--- src/rtl/core/jfies_pkg.sv ---
// ----------------------------------------------------------------------------
// jfies_pkg
// Shared types and constants for the JPEG first-image end scanner: status
// codes, marker byte values and the result beat layout.
// ----------------------------------------------------------------------------
`default_nettype none

package jfies_pkg;

    localparam int STATUS_W  = 3;
    localparam int END_OFS_W = 32;

    // status codes
    localparam logic [STATUS_W-1:0] ST_OK         = 3'd0;
    localparam logic [STATUS_W-1:0] ST_BAD_START  = 3'd1;
    localparam logic [STATUS_W-1:0] ST_BAD_STRUCT = 3'd2;
    localparam logic [STATUS_W-1:0] ST_TRUNC      = 3'd3;
    localparam logic [STATUS_W-1:0] ST_TOO_LONG   = 3'd4;

    // marker bytes
    localparam logic [7:0] BYTE_FF   = 8'hFF;
    localparam logic [7:0] BYTE_SOI  = 8'hD8;
    localparam logic [7:0] BYTE_EOI  = 8'hD9;
    localparam logic [7:0] BYTE_SOS  = 8'hDA;
    localparam logic [7:0] BYTE_TEM  = 8'h01;
    localparam logic [7:0] BYTE_RST0 = 8'hD0;
    localparam logic [7:0] BYTE_RST7 = 8'hD7;
    localparam logic [7:0] BYTE_ZERO = 8'h00;

    typedef struct packed {
        logic [STATUS_W-1:0]  status;
        logic [END_OFS_W-1:0] end_offset;
    } jfies_result_t;

endpackage

`default_nettype wire

--- src/rtl/core/jfies_parser.sv ---
// ----------------------------------------------------------------------------
// jfies_parser
// Per-byte marker/segment state machine. Updates its state on each input
// beat until a decision is made and flags a result beat in that same cycle.
// ----------------------------------------------------------------------------
`default_nettype none

module jfies_parser #(
    parameter int OFFSET_BITS = 32
) (
    input  wire logic                   aclk,
    input  wire logic                   aresetn,
    input  wire logic                   beat,
    input  wire logic [7:0]             data_byte,
    input  wire logic                   last_byte,
    output logic                        res_fire,
    output jfies_pkg::jfies_result_t    res
);
    import jfies_pkg::*;

    localparam logic [3:0] PH_SOI0    = 4'd0;
    localparam logic [3:0] PH_SOI1    = 4'd1;
    localparam logic [3:0] PH_NEED_FF = 4'd2;
    localparam logic [3:0] PH_MARKER  = 4'd3;
    localparam logic [3:0] PH_LEN_HI  = 4'd4;
    localparam logic [3:0] PH_LEN_LO  = 4'd5;
    localparam logic [3:0] PH_SKIP    = 4'd6;
    localparam logic [3:0] PH_ENTROPY = 4'd7;
    localparam logic [3:0] PH_ENT_FF  = 4'd8;

    logic [3:0]             phase_reg, phase_next;
    logic [OFFSET_BITS-1:0] position_reg, position_next;
    logic [15:0]            seg_rem_reg, seg_rem_next;
    logic [7:0]             len_hi_reg, len_hi_next;
    logic                   scan_seg_reg, scan_seg_next;
    logic                   decided_reg, decided_next;

    always_comb begin
        logic [OFFSET_BITS-1:0] pos_inc;
        logic [15:0]            seg_len;
        logic [15:0]            seg_dec;
        logic [3:0]             after_seg;
        logic                   do_marker;
        logic                   is_rst;

        pos_inc   = position_reg + OFFSET_BITS'(1);
        seg_len   = {len_hi_reg, data_byte};
        seg_dec   = seg_rem_reg - 16'd1;
        after_seg = scan_seg_reg ? PH_ENTROPY : PH_NEED_FF;
        do_marker = 1'b0;
        is_rst    = (data_byte >= BYTE_RST0) && (data_byte <= BYTE_RST7);

        phase_next    = phase_reg;
        position_next = position_reg;
        seg_rem_next  = seg_rem_reg;
        len_hi_next   = len_hi_reg;
        scan_seg_next = scan_seg_reg;
        decided_next  = decided_reg;
        res_fire      = 1'b0;
        res.status    = ST_OK;
        res.end_offset = '0;

        if (beat && !decided_reg) begin
            if (position_reg == {OFFSET_BITS{1'b1}}) begin
                // counter saturated: byte is not examined
                decided_next = 1'b1;
                res.status   = ST_TOO_LONG;
            end else begin
                position_next = pos_inc;
                case (phase_reg)
                    PH_SOI0: begin
                        if (data_byte == BYTE_FF) begin
                            phase_next = PH_SOI1;
                        end else begin
                            decided_next = 1'b1;
                            res.status   = ST_BAD_START;
                        end
                    end
                    PH_SOI1: begin
                        if (data_byte == BYTE_SOI) begin
                            phase_next = PH_NEED_FF;
                        end else begin
                            decided_next = 1'b1;
                            res.status   = ST_BAD_START;
                        end
                    end
                    PH_NEED_FF: begin
                        if (data_byte == BYTE_FF) begin
                            phase_next = PH_MARKER;
                        end else begin
                            decided_next = 1'b1;
                            res.status   = ST_BAD_STRUCT;
                        end
                    end
                    PH_MARKER: begin
                        do_marker = 1'b1;
                    end
                    PH_LEN_HI: begin
                        len_hi_next = data_byte;
                        phase_next  = PH_LEN_LO;
                    end
                    PH_LEN_LO: begin
                        if (seg_len < 16'd2) begin
                            decided_next = 1'b1;
                            res.status   = ST_BAD_STRUCT;
                        end else begin
                            seg_rem_next = seg_len - 16'd2;
                            phase_next   = (seg_len == 16'd2) ? after_seg : PH_SKIP;
                        end
                    end
                    PH_SKIP: begin
                        seg_rem_next = seg_dec;
                        if (seg_dec == 16'd0) begin
                            phase_next = after_seg;
                        end
                    end
                    PH_ENTROPY: begin
                        if (data_byte == BYTE_FF) begin
                            phase_next = PH_ENT_FF;
                        end
                    end
                    PH_ENT_FF: begin
                        // stuffed zero and restart markers go back to data
                        if (data_byte == BYTE_ZERO || is_rst) begin
                            phase_next = PH_ENTROPY;
                        end else if (data_byte == BYTE_FF) begin
                            phase_next = PH_ENT_FF;
                        end else begin
                            do_marker = 1'b1;
                        end
                    end
                    default: begin
                        decided_next = 1'b1;
                        res.status   = ST_BAD_STRUCT;
                    end
                endcase

                if (do_marker) begin
                    if (data_byte == BYTE_FF) begin
                        phase_next = PH_MARKER;
                    end else if (data_byte == BYTE_EOI) begin
                        decided_next   = 1'b1;
                        res.status     = ST_OK;
                        res.end_offset = END_OFS_W'(pos_inc);
                    end else if (data_byte == BYTE_TEM || is_rst) begin
                        phase_next = PH_NEED_FF;
                    end else begin
                        scan_seg_next = (data_byte == BYTE_SOS);
                        phase_next    = PH_LEN_HI;
                    end
                end

                if (!decided_next && last_byte) begin
                    decided_next = 1'b1;
                    res.status   = (pos_inc < OFFSET_BITS'(4)) ? ST_BAD_START : ST_TRUNC;
                end
            end
            res_fire = decided_next;
        end

        if (beat && last_byte) begin
            phase_next    = PH_SOI0;
            position_next = '0;
            seg_rem_next  = '0;
            len_hi_next   = '0;
            scan_seg_next = 1'b0;
            decided_next  = 1'b0;
        end
    end

    always_ff @(posedge aclk) begin
        if (!aresetn) begin
            phase_reg    <= PH_SOI0;
            position_reg <= '0;
            seg_rem_reg  <= '0;
            len_hi_reg   <= '0;
            scan_seg_reg <= 1'b0;
            decided_reg  <= 1'b0;
        end else begin
            phase_reg    <= phase_next;
            position_reg <= position_next;
            seg_rem_reg  <= seg_rem_next;
            len_hi_reg   <= len_hi_next;
            scan_seg_reg <= scan_seg_next;
            decided_reg  <= decided_next;
        end
    end

`ifndef NO_ASSERTIONS
    a_no_result_after_decide: assert property (@(posedge aclk) disable iff (!aresetn)
        decided_reg |-> !res_fire)
        else $error("result after decision");

    a_restart_on_last: assert property (@(posedge aclk) disable iff (!aresetn)
        (beat && last_byte) |=> (phase_reg == PH_SOI0 && position_reg == '0 && !decided_reg))
        else $error("state not cleared after last beat");

    a_last_decides: assert property (@(posedge aclk) disable iff (!aresetn)
        (beat && last_byte && !decided_reg) |-> res_fire)
        else $error("last beat of undecided file gave no result");

    a_offset_only_ok: assert property (@(posedge aclk) disable iff (!aresetn)
        (res_fire && res.status != ST_OK) |-> (res.end_offset == '0))
        else $error("offset on error result");
`endif

endmodule

`default_nettype wire

--- src/rtl/core/jfies_outbuf.sv ---
// ----------------------------------------------------------------------------
// jfies_outbuf
// Two-entry result buffer: an output register plus a skid register, so the
// input side keeps taking beats while a result waits downstream.
// ----------------------------------------------------------------------------
`default_nettype none

module jfies_outbuf (
    input  wire logic                   aclk,
    input  wire logic                   aresetn,
    input  wire logic                   push,
    input  wire jfies_pkg::jfies_result_t push_data,
    output logic                        space_ok,
    output logic                        m_valid,
    input  wire logic                   m_ready,
    output jfies_pkg::jfies_result_t    m_data
);
    import jfies_pkg::*;

    logic          out_valid_reg, out_valid_next;
    logic          skid_valid_reg, skid_valid_next;
    jfies_result_t out_data_reg, out_data_next;
    jfies_result_t skid_data_reg, skid_data_next;
    logic          pop;

    assign pop      = out_valid_reg && m_ready;
    assign space_ok = !skid_valid_reg;
    assign m_valid  = out_valid_reg;
    assign m_data   = out_data_reg;

    always_comb begin
        out_valid_next  = out_valid_reg;
        skid_valid_next = skid_valid_reg;
        out_data_next   = out_data_reg;
        skid_data_next  = skid_data_reg;
        if (skid_valid_reg) begin
            // input is held off while the skid entry is full
            if (pop) begin
                out_data_next   = skid_data_reg;
                skid_valid_next = 1'b0;
            end
        end else if (push) begin
            if (!out_valid_reg || pop) begin
                out_data_next  = push_data;
                out_valid_next = 1'b1;
            end else begin
                skid_data_next  = push_data;
                skid_valid_next = 1'b1;
            end
        end else if (pop) begin
            out_valid_next = 1'b0;
        end
    end

    always_ff @(posedge aclk) begin
        if (!aresetn) begin
            out_valid_reg  <= 1'b0;
            skid_valid_reg <= 1'b0;
        end else begin
            out_valid_reg  <= out_valid_next;
            skid_valid_reg <= skid_valid_next;
        end
    end

    always_ff @(posedge aclk) begin
        out_data_reg  <= out_data_next;
        skid_data_reg <= skid_data_next;
    end

`ifndef NO_ASSERTIONS
    a_skid_implies_out: assert property (@(posedge aclk) disable iff (!aresetn)
        skid_valid_reg |-> out_valid_reg)
        else $error("skid full while output empty");

    a_skid_drains: assert property (@(posedge aclk) disable iff (!aresetn)
        (skid_valid_reg && m_ready) |=> (!skid_valid_reg && out_valid_reg))
        else $error("skid entry not moved to output");

    a_no_push_when_full: assert property (@(posedge aclk) disable iff (!aresetn)
        skid_valid_reg |-> !push)
        else $error("result pushed into full buffer");
`endif

endmodule

`default_nettype wire

--- src/rtl/core/jpeg_first_image_end_scanner.sv ---
// ----------------------------------------------------------------------------
// jpeg_first_image_end_scanner
// Streams a JPEG file byte by byte, walks its marker segments and entropy
// data, and reports the offset just past the first EOI or an error status.
//
//   channel  dir  ports                          beat meaning
//   s_       in   s_data_byte, s_last_byte       one file byte, last mark
//   m_       out  m_status, m_end_offset         one decision per file
//
// One byte per cycle while s_ready is high: the marker state machine and the
// position counter update on each input beat until the file is decided, and
// a decision is registered into the result buffer. Reset (aresetn low,
// synchronous) clears the parser to await the start-of-image pair. Results go
// through a two-entry buffer, so s_ready drops only when both entries are full.
// ----------------------------------------------------------------------------
`default_nettype none

module jpeg_first_image_end_scanner #(
    parameter int OFFSET_BITS = 32
) (
    input  wire logic                             aclk,
    input  wire logic                             aresetn,
    input  wire logic                             s_valid,
    output logic                                  s_ready,
    input  wire logic [7:0]                       s_data_byte,
    input  wire logic                             s_last_byte,
    output logic                                  m_valid,
    input  wire logic                             m_ready,
    output logic [jfies_pkg::STATUS_W-1:0]        m_status,
    output logic [jfies_pkg::END_OFS_W-1:0]       m_end_offset
);
    import jfies_pkg::*;

    logic          beat;
    logic          res_fire;
    jfies_result_t res;
    jfies_result_t m_data;

    assign beat = s_valid && s_ready;

    jfies_parser #(
        .OFFSET_BITS (OFFSET_BITS)
    ) u_parser (
        .aclk      (aclk),
        .aresetn   (aresetn),
        .beat      (beat),
        .data_byte (s_data_byte),
        .last_byte (s_last_byte),
        .res_fire  (res_fire),
        .res       (res)
    );

    jfies_outbuf u_outbuf (
        .aclk      (aclk),
        .aresetn   (aresetn),
        .push      (res_fire),
        .push_data (res),
        .space_ok  (s_ready),
        .m_valid   (m_valid),
        .m_ready   (m_ready),
        .m_data    (m_data)
    );

    assign m_status     = m_data.status;
    assign m_end_offset = m_data.end_offset;

`ifndef NO_ASSERTIONS
    a_stall_needs_result: assert property (@(posedge aclk) disable iff (!aresetn)
        !s_ready |-> m_valid)
        else $error("input stalled with no result pending");

    a_status_range: assert property (@(posedge aclk) disable iff (!aresetn)
        m_valid |-> (m_status <= ST_TOO_LONG))
        else $error("status code out of range");

    a_ok_offset_nonzero: assert property (@(posedge aclk) disable iff (!aresetn)
        (m_valid && m_status == ST_OK) |-> (m_end_offset != '0 || OFFSET_BITS > END_OFS_W))
        else $error("end found with zero offset");
`endif

endmodule

`default_nettype wire

--- config.mk ---
export PLATFORM = sky130hd
export DESIGN_NAME = jpeg_first_image_end_scanner
export DESIGN_NICKNAME = d
export VERILOG_FILES = /design/src/rtl/core/jfies_pkg.sv /design/src/rtl/core/jfies_parser.sv /design/src/rtl/core/jfies_outbuf.sv /design/src/rtl/core/jpeg_first_image_end_scanner.sv
export SDC_FILE = /design/constraint.sdc
export NUM_CORES = 1
export LEC_CHECK = 0
export ABC_AREA = 0
export BUFFER_PORTS_ARGS = -buffer_cell sky130_fd_sc_hd__buf_2
export CELL_PAD_IN_SITES_DETAIL_PLACEMENT = 0
export CELL_PAD_IN_SITES_GLOBAL_PLACEMENT = 1
export CORE_ASPECT_RATIO = 0.7
export CORE_UTILIZATION = 45
export DETAILED_ROUTE_END_ITERATION = 10
export HOLD_SLACK_MARGIN = 0.03
export PLACE_DENSITY = 0.82
export SLEW_MARGIN = 30
export SYNTH_ARGS = -nofsm -noshare
export SYNTH_HDL_FRONTEND = slang
export SYNTH_SLANG_ARGS = --single-unit
--- constraint.sdc ---
create_clock -name aclk -period 16.6 [get_ports aclk]
set_input_delay 0.83 -clock aclk [delete_from_list [all_inputs] [get_ports aclk]]
set_output_delay 0.83 -clock aclk [all_outputs]
set_load 0.005 [all_outputs]
==> flow_metrics.env <==
export IMPL_synth_nets=843
export IMPL_root_buffer="clkbuf_16"
export IMPL_first_pass_iters=7
export IMPL_totalWireLength_mm=18.66
export IMPL_reg2reg_from="u_parser.position_reg[0]"
export IMPL_clockBufferDepth=2
export IMPL_area_growth_pct=12.01
export IMPL_r2r_end="u_parser.phase_reg[2]"
export IMPL_ys_seq_elements=134
export IMPL_dpl_worst_slack_ns=12.73
export IMPL_cts_resized=0
export IMPL_min_path_type="flip-flop to flip-flop"
export IMPL_grt_pass1_vias=5559
export IMPL_path_class="flip-flop to flip-flop"
export IMPL_routedWlPerCell_microns=17.48
export IMPL_status="finished, final reports clean"
export IMPL_h_tree_depth=4
export IMPL_cts_buffers=17
export IMPL_synth_main_ff_cell="edfxtp_1"
export IMPL_hold_start="u_parser.seg_rem_reg[1]"
export IMPL_die_y_microns=109.6
export IMPL_fin_ws_ns=12.78
export IMPL_arrival_ns=4.09
export IMPL_worstPathRequired_ns=16.87
export IMPL_synth_edf_count=70
export IMPL_powerDensity_nw_per_um2=92.74
export IMPL_crit_fanout=21
export IMPL_antenna_left=0
export IMPL_fp_dieW_microns=155.8
export IMPL_num_vias=6161
export IMPL_netlist_instances=825
export IMPL_drive_gt1_share_pct=12.62
export IMPL_final_cells=1068
export IMPL_grt_max_degree=38
export IMPL_num_io_pins=50
export IMPL_cts_clk_slew_worst_paths_ns=0.06
export IMPL_portBuffers=49
export IMPL_vias_per_cell=5.769
export IMPL_stdcell_area_sq_um=8343
export IMPL_relSlewSlack_pct=37.98
export IMPL_maxCapViolCount=0
export IMPL_fmax_mhz=262.1
export IMPL_grt_pass1_wl_mm=29.97
export IMPL_gp_congestion=0.9230
export IMPL_setup_viol=0
export IMPL_rows=38
export IMPL_tightestPinTransition_ns=0.9218
export IMPL_cts_tree="built"
export IMPL_start_util_pct=47.04
export IMPL_die_area_sq_um=17080
export IMPL_antenna_cells=0
export IMPL_ys_seq_area_share_pct=45.42
export IMPL_antenna_found_initial=0
export IMPL_period_share_pct=22.98
export IMPL_rsz0062_at_grt="no"
export IMPL_whs_path_depth=2
export IMPL_coreArea_sq_um=15830
export IMPL_syn_area_per_cell_sq_um=9.028
export IMPL_rrSetupSlack_ns=12.78
export IMPL_reg2reg_depth=8
export IMPL_drc_errors=0
export IMPL_dp_hpwl_mm=12.54
export IMPL_numClockSinks=134
export IMPL_end_kind="flip-flop"
export IMPL_clkLatencyLatePin_ns=0.42
export IMPL_cp_start_kind="flip-flop"
export IMPL_yosys_warnings=0
export IMPL_tns_ns=0
export IMPL_vdd_drop_max_uv=66.39
export IMPL_async_reset_ff_share_pct=0
export IMPL_cts_setup_buffers=0
export IMPL_hold_viol=0
export IMPL_layout_common_cells="nor2_1 (99), edfxtp_1 (70), nand2_1 (69)"
export IMPL_dpl_instance_area_sq_um=7774
export IMPL_dp_cells=1036
export IMPL_layout_commonest_cell="nor2_1"
export IMPL_fin_nets=853
export IMPL_fin_crit_ns=3.816
export IMPL_yosysUniqueCellTypes=65
export IMPL_holdPathEnd="u_parser.seg_rem_reg[1]"
export IMPL_syn_area_sq_um=7448
export IMPL_hold_buffers=0
export IMPL_drtIter0Drc=712
export IMPL_leakage_uw=0.003048
export IMPL_fin_skew_ns=0.01151
export IMPL_grtUsageTotal_pct=22.96
export IMPL_slew_viol_final=0
export IMPL_overflow=0
==> routing by layer <==
layer	routed length (microns)	global-route usage, %	up-vias
met4	202	7.283	0
li1	-	-	3016
met5	0	0	-
met1	9806	34.84	2934
met3	1144	5.203	17
met2	7509	31.84	194
==> through the flow <==
step / power, uW / hold WS, ns / utilization, %
2_1_floorplan: 397.1 / 0.4456 / -
3_3_place_gp: 415.3 / 0.4716 / 49.10
3_5_place_dp: 416.5 / 0.4899 / 49.10
4_1_cts: 779.5 / 0.4998 / 52.66
5_1_grt: 798.2 / 0.5329 / 52.69
6_report: 773.8 / 0.5060 / 52.69
==> critical path, cell delays in order (launching register included) <==
cell	delay, ns
dfxtp_1	0.51
ha_1	0.37
nand3_1	0.26
or4_1	0.74
nor4b_4	0.54
nand2b_1	0.77
nor4_1	0.19
a21oi_1	0.17
o32ai_1	0.11
==> worst max-delay path by stage <==
stage / to / cells after the start / start
2_1_floorplan: u_outbuf.skid_data_reg[0] / 8 / s_data_byte[4]
3_3_place_gp: u_outbuf.m_data[0] / 9 / s_data_byte[3]
3_5_place_dp: u_outbuf.skid_data_reg[23] / 9 / s_data_byte[3]
4_1_cts: u_parser.phase_reg[2] / 8 / u_parser.position_reg[0]
5_1_grt: u_parser.phase_reg[2] / 8 / u_parser.position_reg[0]
6_report: u_parser.phase_reg[2] / 8 / u_parser.position_reg[0]
==> power by group <==
part	internal [uW]	total, uW	switching, uW
Combinational	14.8	44.9	30.1
Sequential	361	365	3.95
Clock	219	364	145
Total	594	774	179
==> kinds of logic (layout without fill, tap and decap cells) <==
group,count (synthesis),count (layout),synth area share [%]
and+or+nand+nor,344,344,23.48
AOI/OAI and AO/OA,171,171,15.20
DFF,134,134,45.42
buffers and inverters,84,107,4.636
xor gates and xnor gates,76,76,8.937
muxes,11,11,1.478
adders and majority gates,5,5,0.8399
==> cells in the mapped netlist (all sizes together), types with 8 or more instances <==
master	n	area (sq um)
nor2	100	375.4
nand3	26	135.1
nand4	23	150.1
or4	12	90.09
nor4	19	118.9
nor3	29	145.1
nand2	71	269.0
or3	12	80.08
inv	18	67.56
a21o	33	247.7
dfxtp	64	1281
buf	19	101.4
a211oi	10	75.07
xor2	32	280.3
or2	8	50.05
and3	12	75.07
xnor2	44	385.4
a21oi	38	190.2
edfxtp	70	2102
o21ai	40	200.2
clkbuf	46	172.7
mux2i	11	110.1
a22oi	8	60.06
==> area by class of cell <==
type                            instances  area, sq um
Fill cell                            1464         7490
Multi-Input combinational cell        607         3752
Sequential cell                       134         3383
Clock buffer                           17        425.4
Timing Repair Buffer                   56        297.8
Tap cell                              220        275.3
Clock inverter                         15        137.6
Inverter                               19        71.32
(Power assumes the default switching activity.)
